$ cat src/hw/rtl/i2cms_pkg.sv
`default_nettype none
package i2cms_pkg;

  localparam int BUFFER_BYTES = 16;
  localparam int IDX_W = $clog2(BUFFER_BYTES);
  localparam int POS_W = 5;
  localparam logic [POS_W-1:0] POS_FULL = POS_W'(BUFFER_BYTES);

  // commands
  localparam logic [1:0] CMD_READ  = 2'd0;
  localparam logic [1:0] CMD_WRITE = 2'd1;
  localparam logic [1:0] CMD_FETCH = 2'd2;

  // controller actions
  localparam logic [2:0] ACT_NONE     = 3'd0;
  localparam logic [2:0] ACT_NACK     = 3'd1;
  localparam logic [2:0] ACT_ACK      = 3'd2;
  localparam logic [2:0] ACT_STOP     = 3'd3;
  localparam logic [2:0] ACT_STOP_ACK = 3'd4;
  localparam logic [2:0] ACT_RESTART  = 3'd5;

  // outcomes
  localparam logic [1:0] OUT_RUNNING = 2'd0;
  localparam logic [1:0] OUT_DONE    = 2'd1;
  localparam logic [1:0] OUT_FAILED  = 2'd2;

  // bus status codes
  localparam logic [7:0] ST_BUS_ERR    = 8'h00;
  localparam logic [7:0] ST_START      = 8'h08;
  localparam logic [7:0] ST_RESTART    = 8'h10;
  localparam logic [7:0] ST_SLAW_ACK   = 8'h18;
  localparam logic [7:0] ST_SLAW_NACK  = 8'h20;
  localparam logic [7:0] ST_TXD_ACK    = 8'h28;
  localparam logic [7:0] ST_TXD_NACK   = 8'h30;
  localparam logic [7:0] ST_ARB_LOST   = 8'h38;
  localparam logic [7:0] ST_SLAR_ACK   = 8'h40;
  localparam logic [7:0] ST_SLAR_NACK  = 8'h48;
  localparam logic [7:0] ST_RXD_ACK    = 8'h50;
  localparam logic [7:0] ST_RXD_NACK   = 8'h58;

  typedef struct packed {
    logic [1:0]       command;
    logic             interrupt_pending;
    logic [7:0]       bus_status;
    logic [6:0]       slave_address;
    logic [7:0]       received_byte;
    logic [7:0]       byte_to_send;
    logic [IDX_W-1:0] read_index;
  } item_t;

  typedef struct packed {
    logic [2:0]       bus_action;
    logic             load_data;
    logic [7:0]       data_byte;
    logic [1:0]       outcome;
    logic [POS_W-1:0] receive_count;
    logic [POS_W-1:0] send_index;
    logic [7:0]       buffer_byte;
  } result_t;

  typedef struct packed {
    logic valid;
    logic advance;
  } flow_t;

endpackage
`default_nettype wire

$ cat src/hw/rtl/i2cms_in_stage.sv
`default_nettype none
module i2cms_in_stage (
  input  wire logic          clk,
  input  wire logic          rst,
  input  wire logic          in_valid,
  output logic               in_ready,
  input  wire i2cms_pkg::item_t in_item,
  input  wire logic          advance,
  output i2cms_pkg::flow_t   flow,
  output i2cms_pkg::item_t   item
);
  import i2cms_pkg::*;

  logic valid;

  assign in_ready     = !valid || advance;
  assign flow.valid   = valid;
  assign flow.advance = advance;

  always_ff @(posedge clk) begin
    if (rst) begin
      valid <= 1'b0;
    end else if (in_valid && in_ready) begin
      valid <= 1'b1;
    end else if (advance) begin
      valid <= 1'b0;
    end
  end

  always_ff @(posedge clk) begin
    if (in_valid && in_ready) begin
      item <= in_item;
    end
  end

endmodule
`default_nettype wire

$ cat src/hw/rtl/i2cms_engine.sv
`default_nettype none
module i2cms_engine (
  input  wire logic             clk,
  input  wire logic             rst,
  input  wire i2cms_pkg::flow_t flow,
  input  wire i2cms_pkg::item_t item,
  output i2cms_pkg::result_t    result
);
  import i2cms_pkg::*;

  logic [POS_W-1:0] send_position;
  logic [POS_W-1:0] receive_position;
  logic [POS_W-1:0] send_position_next;
  logic [POS_W-1:0] receive_position_next;
  logic [7:0]       store [BUFFER_BYTES];
  logic             store_we;
  logic [POS_W-1:0] rx_bumped;
  logic             commit;

  assign commit    = flow.valid && flow.advance;
  assign rx_bumped = receive_position + POS_W'(1);

  always_comb begin
    result                = '0;
    send_position_next    = send_position;
    receive_position_next = receive_position;
    store_we              = 1'b0;
    case (item.command)
      CMD_READ: begin
        if (item.interrupt_pending) begin
          case (item.bus_status)
            ST_START, ST_RESTART: begin
              send_position_next    = '0;
              receive_position_next = '0;
              result.data_byte      = {item.slave_address, 1'b1};
              result.load_data      = 1'b1;
              result.bus_action     = ACT_NACK;
            end
            ST_TXD_ACK, ST_ARB_LOST: result.bus_action = ACT_RESTART;
            ST_SLAR_ACK: begin
              receive_position_next = POS_W'(1);
              result.bus_action     = ACT_ACK;
            end
            ST_SLAR_NACK: begin
              result.bus_action = ACT_STOP_ACK;
              result.outcome    = OUT_FAILED;
            end
            ST_RXD_ACK: begin
              // saturates at full; the byte is then dropped
              if (receive_position < POS_FULL) begin
                store_we = 1'b1;
                if (rx_bumped < POS_FULL) begin
                  receive_position_next = rx_bumped;
                  result.bus_action     = ACT_ACK;
                end else begin
                  receive_position_next = POS_FULL;
                  result.bus_action     = ACT_NACK;
                end
              end else begin
                receive_position_next = POS_FULL;
                result.bus_action     = ACT_NACK;
              end
            end
            ST_RXD_NACK: begin
              result.bus_action = ACT_STOP_ACK;
              result.outcome    = OUT_DONE;
            end
            ST_BUS_ERR: result.bus_action = ACT_STOP;
            default: ;
          endcase
        end
      end
      CMD_WRITE: begin
        if (item.interrupt_pending) begin
          case (item.bus_status)
            ST_START, ST_RESTART: begin
              send_position_next    = '0;
              receive_position_next = '0;
              result.data_byte      = {item.slave_address, 1'b0};
              result.load_data      = 1'b1;
              result.bus_action     = ACT_NACK;
            end
            ST_SLAW_ACK: begin
              result.data_byte   = item.byte_to_send;
              result.load_data   = 1'b1;
              send_position_next = POS_W'(1);
              result.bus_action  = ACT_NACK;
            end
            ST_SLAW_NACK, ST_TXD_NACK, ST_ARB_LOST: begin
              result.bus_action = ACT_STOP;
              result.outcome    = OUT_FAILED;
            end
            ST_TXD_ACK: begin
              if (send_position < POS_FULL) begin
                result.data_byte   = item.byte_to_send;
                result.load_data   = 1'b1;
                send_position_next = send_position + POS_W'(1);
                result.bus_action  = ACT_NACK;
              end else begin
                result.outcome     = OUT_DONE;
                send_position_next = '0;
                result.bus_action  = ACT_STOP;
              end
            end
            ST_SLAR_NACK, ST_BUS_ERR: result.bus_action = ACT_STOP;
            default: ;
          endcase
        end
      end
      CMD_FETCH: begin
        if ({1'b0, item.read_index} < (IDX_W+1)'(BUFFER_BYTES)) begin
          result.buffer_byte = store[item.read_index];
        end
      end
      default: ;
    endcase
    result.receive_count = receive_position_next;
    result.send_index    = send_position_next;
  end

  always_ff @(posedge clk) begin
    if (rst) begin
      send_position    <= '0;
      receive_position <= '0;
    end else if (commit) begin
      send_position    <= send_position_next;
      receive_position <= receive_position_next;
    end
  end

  // the address acknowledge always lands its byte in entry 0
  always_ff @(posedge clk) begin
    if (commit && store_we) begin
      store[receive_position[IDX_W-1:0]] <= item.received_byte;
    end else if (commit && item.command == CMD_READ && item.interrupt_pending
                 && item.bus_status == ST_SLAR_ACK) begin
      store[0] <= item.received_byte;
    end
  end

endmodule
`default_nettype wire

$ cat src/hw/rtl/i2cms_out_stage.sv
`default_nettype none
module i2cms_out_stage (
  input  wire logic               clk,
  input  wire logic               rst,
  input  wire logic               s1_valid,
  input  wire i2cms_pkg::result_t result,
  output logic                    advance,
  output logic                    out_valid,
  input  wire logic               out_ready,
  output i2cms_pkg::result_t      out_word
);
  import i2cms_pkg::*;

  assign advance = s1_valid && (!out_valid || out_ready);

  always_ff @(posedge clk) begin
    if (rst) begin
      out_valid <= 1'b0;
    end else if (advance) begin
      out_valid <= 1'b1;
    end else if (out_ready) begin
      out_valid <= 1'b0;
    end
  end

  always_ff @(posedge clk) begin
    if (advance) begin
      out_word <= result;
    end
  end

endmodule
`default_nettype wire

$ cat src/hw/rtl/i2c_master_status_sequencer.sv
// Two-wire bus master status sequencer.
// Input channel (in_valid/in_ready) takes one word per bus status event or
// one receive buffer read (command 2). Output channel (out_valid/out_ready)
// returns one result word per input word, in order: controller action, byte
// to load, outcome, receive count, send index and the buffer byte.
// Path: an accepted word passes the input register, then the result
// register, and out_valid rises as it enters the result register.
// Throughput: one word per cycle while the receiver does not stall; the
// send and receive positions update as a word moves into the result
// register, so the next word sees them at once.
// Reset clears both positions and empties both registers; the receive
// buffer contents are not cleared and hold rubbish until written.
// When the receiver stalls, the result register holds its word, the input
// register keeps one more word, and in_ready then drops until out_ready.
`default_nettype none
module i2c_master_status_sequencer (
  input  wire logic       clk,
  input  wire logic       rst,
  input  wire logic       in_valid,
  output logic            in_ready,
  input  wire logic [1:0] command,
  input  wire logic       interrupt_pending,
  input  wire logic [7:0] bus_status,
  input  wire logic [6:0] slave_address,
  input  wire logic [7:0] received_byte,
  input  wire logic [7:0] byte_to_send,
  input  wire logic [3:0] read_index,
  output logic            out_valid,
  input  wire logic       out_ready,
  output logic [2:0]      bus_action,
  output logic            load_data,
  output logic [7:0]      data_byte,
  output logic [1:0]      outcome,
  output logic [4:0]      receive_count,
  output logic [4:0]      send_index,
  output logic [7:0]      buffer_byte
);
  import i2cms_pkg::*;

  item_t   in_item;
  item_t   item;
  flow_t   flow;
  result_t result;
  result_t out_word;
  logic    advance;

  assign in_item.command           = command;
  assign in_item.interrupt_pending = interrupt_pending;
  assign in_item.bus_status        = bus_status;
  assign in_item.slave_address     = slave_address;
  assign in_item.received_byte     = received_byte;
  assign in_item.byte_to_send      = byte_to_send;
  assign in_item.read_index        = read_index[IDX_W-1:0];

  i2cms_in_stage u_in (
    .clk      (clk),
    .rst      (rst),
    .in_valid (in_valid),
    .in_ready (in_ready),
    .in_item  (in_item),
    .advance  (advance),
    .flow     (flow),
    .item     (item)
  );

  i2cms_engine u_engine (
    .clk    (clk),
    .rst    (rst),
    .flow   (flow),
    .item   (item),
    .result (result)
  );

  i2cms_out_stage u_out (
    .clk       (clk),
    .rst       (rst),
    .s1_valid  (flow.valid),
    .result    (result),
    .advance   (advance),
    .out_valid (out_valid),
    .out_ready (out_ready),
    .out_word  (out_word)
  );

  assign bus_action    = out_word.bus_action;
  assign load_data     = out_word.load_data;
  assign data_byte     = out_word.data_byte;
  assign outcome       = out_word.outcome;
  assign receive_count = out_word.receive_count;
  assign send_index    = out_word.send_index;
  assign buffer_byte   = out_word.buffer_byte;

endmodule
`default_nettype wire

$ cat config.mk
export PLATFORM = sky130hd
export DESIGN_NAME = i2c_master_status_sequencer
export DESIGN_NICKNAME = d
export VERILOG_FILES = /design/src/hw/rtl/i2cms_pkg.sv /design/src/hw/rtl/i2cms_in_stage.sv /design/src/hw/rtl/i2cms_engine.sv /design/src/hw/rtl/i2cms_out_stage.sv /design/src/hw/rtl/i2c_master_status_sequencer.sv
export SDC_FILE = /design/constraint.sdc
export NUM_CORES = 1
export LEC_CHECK = 0
export BUFFER_PORTS_ARGS = -buffer_cell sky130_fd_sc_hd__buf_2
export CAP_MARGIN = 10
export CORE_MARGIN = 2
export CORE_UTILIZATION = 40
export CTS_CLUSTER_DIAMETER = 100
export CTS_CLUSTER_SIZE = 24
export DETAILED_ROUTE_END_ITERATION = 7
export HOLD_SLACK_MARGIN = 0.1
export PLACE_DENSITY_LB_ADDON = 0.12
export SETUP_SLACK_MARGIN = 0.02
export SLEW_MARGIN = 20
export SYNTH_ARGS = -nofsm -noshare
export SYNTH_HDL_FRONTEND = slang
export SYNTH_SLANG_ARGS = --single-unit
$ cat constraint.sdc
create_clock -name clk -period 2.8 [get_ports clk]
set_input_delay 0 -clock clk [delete_from_list [all_inputs] [get_ports clk]]
set_output_delay 0 -clock clk [all_outputs]
set_load 0.05 [all_outputs]
* Yosys cells after proc, flatten, opt, wreduce, memory -nomap -nowiden
Memory sizes are Yosys's and may differ from the RTL's. A register that Yosys moved wholly into a read port is not among the register bits.
Index checks and enable logic that the tools add are counted.
** Word-level totals
- Flip-flop bits (word level) :: 74
- Logic and storage cells :: 102
- Output and inout bits :: 34
- Bits in writable memories :: 128
- Input bits :: 42
- Memories kept :: 1
** Memories
- u_engine.store :: depth 16, width 8, rd ports 1, clocked after memory_dff 1, wr ports 1, RTL line i2cms_engine.sv:15 : logic [7:0] store [BUFFER_BYTES];
** Cells by class
- Reductions and logical operators :: 23
- Magnitude comparators :: 3
- $add $sub $neg :: 2
- Muxes and demuxes :: 43
- Equal/unequal tests :: 13
** Operator list (count)
- $mux W5 :: 9
- $eq A8 B6 Y1 const B :: 4
- $eq A8 B7 Y1 const B :: 4
- $pmux W5 S3 :: 2
- $mux W14 :: 2
- $pmux W14 S2 :: 1
- $pmux W9 S3 :: 1
- $pmux W5 S2 :: 2
- $mux W9 :: 2
- $pmux W3 S6 :: 1
- $eq A8 B5 Y1 const B :: 2
- $lt A5 B5 Y1 const B :: 3
- $mux W1 :: 15
- $add A5 B1 Y5 const B :: 2
- $eq A8 B4 Y1 const B :: 1
- $logic_not A8 Y1 :: 1
- $mux W8 :: 1
- $pmux W2 S2 :: 2
- $reduce_or A8 Y1 :: 1
- $logic_and A1 B1 Y1 :: 7
- $mux W2 :: 3
- $pmux W2 S3 :: 1
- $reduce_or A2 Y1 :: 3
- $reduce_or A3 Y1 :: 2
- other kinds (8) :: 12

* Logic depth before layout (Yosys ltp)
- Depth after elaboration :: 12
- Gate-level depth with buffers :: 8
- Depth with buffers taken out :: 8

* By module
Synthesis repeated with hierarchy kept, for this count alone.
** Second synthesis, totals
- Cell total of the unflattened synthesis :: 502
- Area total of the unflattened synthesis :: 8533.2 sq um
** Modules (own cells, without submodules)
- i2cms_engine :: seq. area each 4043.9 sq um, area each 6306.0 sq um, cells each 420, times used 1
- i2cms_in_stage :: seq. area each 1161.1 sq um, area each 1211.2 sq um, cells each 45, times used 1
- i2cms_out_stage :: seq. area each 980.9 sq um, area each 1016.0 sq um, cells each 37, times used 1

* Worst setup path before layout
OpenSTA, ideal clock, no wires.
- Path type :: register to register
- From :: register, netlist name u_in.item[30]
- To :: memory u_engine.store[7][0] (enable)
- Arrival :: 2.375 ns
- Data required time :: 2.417 ns
- Path slack :: 0.042 ns
- Path buffers :: 1
- Setup time :: 0.383 ns
- Cell stages (with the launch flop) :: 7
- Clock period less this slack :: 2.758 ns
- Path through :: edfxtp_1 buf_2 nor4_1 nand2_1 nor4_1 nand3b_1 nor3_1
** On the way
- Cells in the longest elaborated chain, start to end :: 9
- Elaborated cells between the ends (all ways) :: 15
- Those cells by class :: eq/ne: 2; mux: 10; reduce/logical: 3
** RTL lines
- $eq A8 B7 Y1 :: RTL line i2cms_engine.sv:31 : case (item.bus_status)
- $mux W1 :: RTL line i2cms_engine.sv:31
- $mux W1 :: RTL line i2cms_engine.sv:30 : if (item.interrupt_pending) begin
- $mux W1 :: RTL line i2cms_engine.sv:28 : case (item.command)
- $logic_and A1 B1 Y1 :: RTL line i2cms_engine.sv:133 : if (commit && store_we) begin
- $mux W1 :: RTL line i2cms_engine.sv:133
- $mux W1 (not written as such) :: RTL line i2cms_engine.sv:137 : store[0] <= item.received_byte;
- $reduce_or A8 Y1 (no source line)
- $mux W4 (no source line) or $mux W1 (tied branches)
- end, declared :: RTL line i2cms_engine.sv:15
Several ways; a longest one is shown, not always the timed one.

* Final worst setup path
- From :: register, netlist name u_in.item[29]
- To :: memory u_engine.store[11][2] (enable)
** On the way
- Cells in the longest elaborated chain, start to end :: 9
- Elaborated cells between the ends (all ways) :: 15
- Those cells by class :: eq/ne: 2; mux: 10; reduce/logical: 3
** RTL lines (RTL line)
- $eq A8 B7 Y1 :: i2cms_engine.sv:31
- $mux W1 :: i2cms_engine.sv:31
- $mux W1 :: i2cms_engine.sv:30
- $mux W1 :: i2cms_engine.sv:28
- $logic_and A1 B1 Y1 :: i2cms_engine.sv:133
- $mux W1 :: i2cms_engine.sv:133
- $mux W1 (not written as such) :: i2cms_engine.sv:137
- $reduce_or A8 Y1 (no source line)
- $mux W4 (no source line) or $mux W1 (tied branches)
Several ways; a longest one is shown, not always the timed one.

==> impl_metrics.py <==
metrics = {
    "grt": {
        "grt_pass1_vias": 4989,
        "grt_usage_pct": 16.4,
        "antenna_found_initial": 0,
        "top_usage_layer": "met2",
        "overflow": 0,
        "use_met1_pct": 21.2,
        "grt_max_degree": 33,
        "grt_first_pass_wirelength_um": 27700,
        "grt_util_met2_pct": 28.9,
        "use_met3_pct": 2.29,
    },
    "placement": {
        "dp_hpwl_um": 12300,
        "pre_cts_slack_ns": 0.313,
        "place_congestion": 0.844,
        "placedCellCount": 860,
        "placed_area_um2": 9320,
        "portBuffers": 75,
    },
    "critical_path": {
        "path_delay_family": "simple AND/OR/NAND/NOR gates",
        "cp-start-kind": "flop",
        "endpoint_kind": "flop",
        "cp_slowest_stage_delay_ns": 0.54,
        "crit_buf_inv": 1,
        "crit_slowest_cell": "nor4_1",
        "endpoint": "u_engine.store[11][2]",
        "r2r_end": "u_engine.store[11][2]",
        "critPathLaunch": "u_in.item[29]",
        "worstRegToRegCells": 6,
        "critical_path_arrival_ns": 2.75,
        "rrSetupSlack_ns": 0.21,
        "worstPathMaxFanout": 8,
        "crit_type": "reg2reg",
        "cpMostUsedCell": "nor4_1",
        "required_ns": 2.97,
        "r2r_start": "u_in.item[29]",
        "path_cells": "nor4_1 -> nand2_1 -> nor4_1 -> nand3b_1 -> nor3_1 -> buf_4",
        "worst-path-stages": 6,
    },
    "sta": {
        "period_minus_slack_ns": 2.59,
        "fin_crit_sh_pct": 92.4,
        "skew_ns": 0.0238,
        "final_max_slew_viol_count": 0,
        "holdWs_ns": 0.220,
        "slew_headroom_pct": 56.0,
        "final-hold-violation-count": 0,
        "setup_tns_ns": 0,
        "timing_worst_slew_pin_value_ns": 0.655,
        "rsz0062_at_grt": "no",
        "layout_setup_ws_ns": 0.212,
        "setup_viol": 0,
        "fmax_ghz": 0.386,
    },
    "logic_synthesis": {
        "netlist-cell-type-count": 47,
        "yosysSeqAreaShare_pct": 73.5,
        "synth_fa_ha_area_share_pct": 0.595,
        "async_reset_ff_share_pct": 0,
        "synthXorXnorAreaFrac_pct": 0.208,
        "synth-compound-area-share_pct": 4.94,
        "syn_area_um2": 8410,
        "synth-edff-count": 198,
        "yosysWarnings": 0,
        "synth_ff_type": "edfxtp_1",
        "yosys-mux-area-fraction_pct": 10.6,
        "synth_top_family_by_area": "multiplexers",
        "synth-simple-area-share_pct": 8.90,
        "synth.avg_cell_area_um2": 17.0,
        "syn_nets": 542,
        "synthCells": 496,
        "ys_ff_latch": 210,
    },
    "clock_tree": {
        "root_buffer": "clkbuf_16",
        "clk_path_buf_depth": 3,
        "post_cts_resized": 0,
        "h-tree-depth": 1,
        "cts_tree": "done",
        "insertion_delay_ns": 0.47,
        "clock_sinks": 210,
        "clk_pin_slew_ns": 0.10,
        "numCtsBuffers": 12,
    },
    "drt": {
        "num_vias": 4849,
        "drt-initial-drc-count": 299,
        "dr.pass1.iters": 5,
        "drtAntennaViolNets": 0,
        "via_per_inst": 5.25,
        "post_drt_wl_per_cell_um": 19.7,
        "routed_wl_um": 18200,
        "drc": 0,
    },
    "die": {
        "dieArea_um2": 22200,
        "ioPinCount": 76,
        "fp.dieW_um": 149,
        "core_um2": 20800,
        "initial_utilization_pct": 40.4,
        "rows": 53,
        "die_h_um": 149,
    },
    "layout": {
        "nets": 689,
        "antenna_cells": 0,
        "num-fill-cells": 1782,
        "instances_no_fill": 924,
        "syn_to_final_growth_pct": 20.3,
        "layout-drive-gt1-share_pct": 26.2,
        "design_area_um2": 10100,
    },
    "pwr": {
        "p_leak_nw": 3.41,
        "vdd_drop_max_mv": 0.417,
        "power_density_nw_per_um2": 571,
    },
    "min_path": {
        "hp-class": "in2reg",
        "min_path_cells": 2,
    },
    "job": {
        "max_cap_viol_count": 0,
    },
    "status": {
        "status": "finished clean",
    },
}
per-stage QoR:
| step | util, % | power, mW |
|---|---|---|
| after floorplan | - | 3.84 |
| after global placement | 44.8 | 3.97 |
| after global routing | 48.6 | 5.98 |
| final | 48.6 | 5.78 |
| after CTS | 48.6 | 5.86 |
| after detailed placement | 44.8 | 3.98 |
final cells by class:
type,count,area (um^2),area share (%)
Sequential cell,210,6190,61.1
Clock buffer,19,348,3.44
Tap cell,275,344,3.40
Multi-Input combinational cell,260,2120,21.0
Clock inverter,1,8.76,0.0865
Inverter,5,18.8,0.185
Timing Repair Buffer,154,1090,10.8
power by group:
| part | internal (mW) | switching [mW] |
|---|---|---|
| Sequential | 3.49 | 0.0510 |
| Clock | 0.870 | 0.968 |
| Combinational | 0.166 | 0.237 |
cells by family after synthesis:
logic type / count (synthesis)
mux: 49
compound gates: 59
xor+xnor: 2
fa+ha+maj: 4
simple gates: 146
flops: 210
buf+inv: 26
cells in the final DEF (no fill, tap or decap), drive strengths merged, types with 3 or more instances in the layout:
| cell type | instances |
|---|---|
| ha | 4 |
| mux2i | 16 |
| o22ai | 9 |
| nor3 | 13 |
| dfxtp | 12 |
| nor4 | 4 |
| a21oi | 8 |
| buf | 110 |
| nand2 | 32 |
| inv | 5 |
| nand4 | 5 |
| or4 | 3 |
| nor2b | 7 |
| o2bb2ai | 4 |
| a22oi | 7 |
| dlygate4sd3 | 44 |
| nor2 | 40 |
| a22o | 3 |
| nand3b | 5 |
| edfxtp | 198 |
| o31ai | 3 |
| o21ai | 11 |
| nand2b | 9 |
| or3 | 4 |
| mux4 | 32 |
| clkbuf | 19 |
| nand3 | 13 |
| nor3b | 3 |
worst register-to-register path, delay by kind of cell (launching register included):
| family | cells | cell delay [ns] |
|---|---|---|
| and+or+nand+nor | 5 | 1.64 |
| DFF | 1 | 0.43 |
| buffers and inverters | 1 | 0.22 |
layer usage:
layer	routed length [um]	part of all wire, %
met4	347	1.9
met2	9380	51
met1	7730	42
met5	0	0
met3	768	4.2
sequential cells by signal, summed over array words and instances (netlist names):
signal	count
u_in.item	38
u_out.out_word	32
u_engine.send_position	5
u_out.out_valid	1
u_engine.store	128
u_engine.receive_position	5
u_in.valid	1
worst min-delay path by stage:
| stage | slack [ns] | endpoint | start |
|---|---|---|---|
| 3_3_place_gp | 0.18 | u_in.item[16] | received_byte[4] |
| 6_report | 0.22 | u_in.item[27] | bus_status[0] |
| 3_5_place_dp | 0.18 | u_in.item[27] | bus_status[0] |
| 4_1_cts | 0.20 | u_in.item[20] | slave_address[0] |
| 5_1_grt | 0.21 | u_in.item[27] | bus_status[0] |
| 2_1_floorplan | 0.1 | u_in.item[0] | read_index[0] |
Yosys cell counts, types with 4 or more instances:
| cell | instances | area, um^2 |
|---|---|---|
| mux2i_1 | 16 | 160 |
| nand2b_1 | 9 | 56.3 |
| o21ai_0 | 11 | 55.1 |
| nand2_1 | 32 | 120 |
| nor3_1 | 11 | 55.1 |
| clkbuf_1 | 14 | 52.6 |
| buf_1 | 4 | 15.0 |
| o2bb2ai_1 | 4 | 35.0 |
| or3_1 | 4 | 25.0 |
| nor2_1 | 40 | 150 |
| o22ai_1 | 9 | 56.3 |
| ha_1 | 4 | 50.1 |
| a21oi_1 | 8 | 40.0 |
| inv_1 | 5 | 18.8 |
| nand3b_1 | 5 | 37.5 |
| a22oi_1 | 7 | 52.6 |
| dfxtp_1 | 12 | 240 |
| nand4_1 | 5 | 31.3 |
| mux4_2 | 32 | 721 |
| edfxtp_1 | 198 | 5950 |
| nand3_1 | 13 | 65.1 |
| nor2b_1 | 7 | 43.8 |
repair_timing:
item / in CTS / in global routing
buffers inserted: 0 / 0
endpoints found under the hold margin: 49 / 0
hold buffers: 44 / 0
Power figures use the tool's default switching activity.
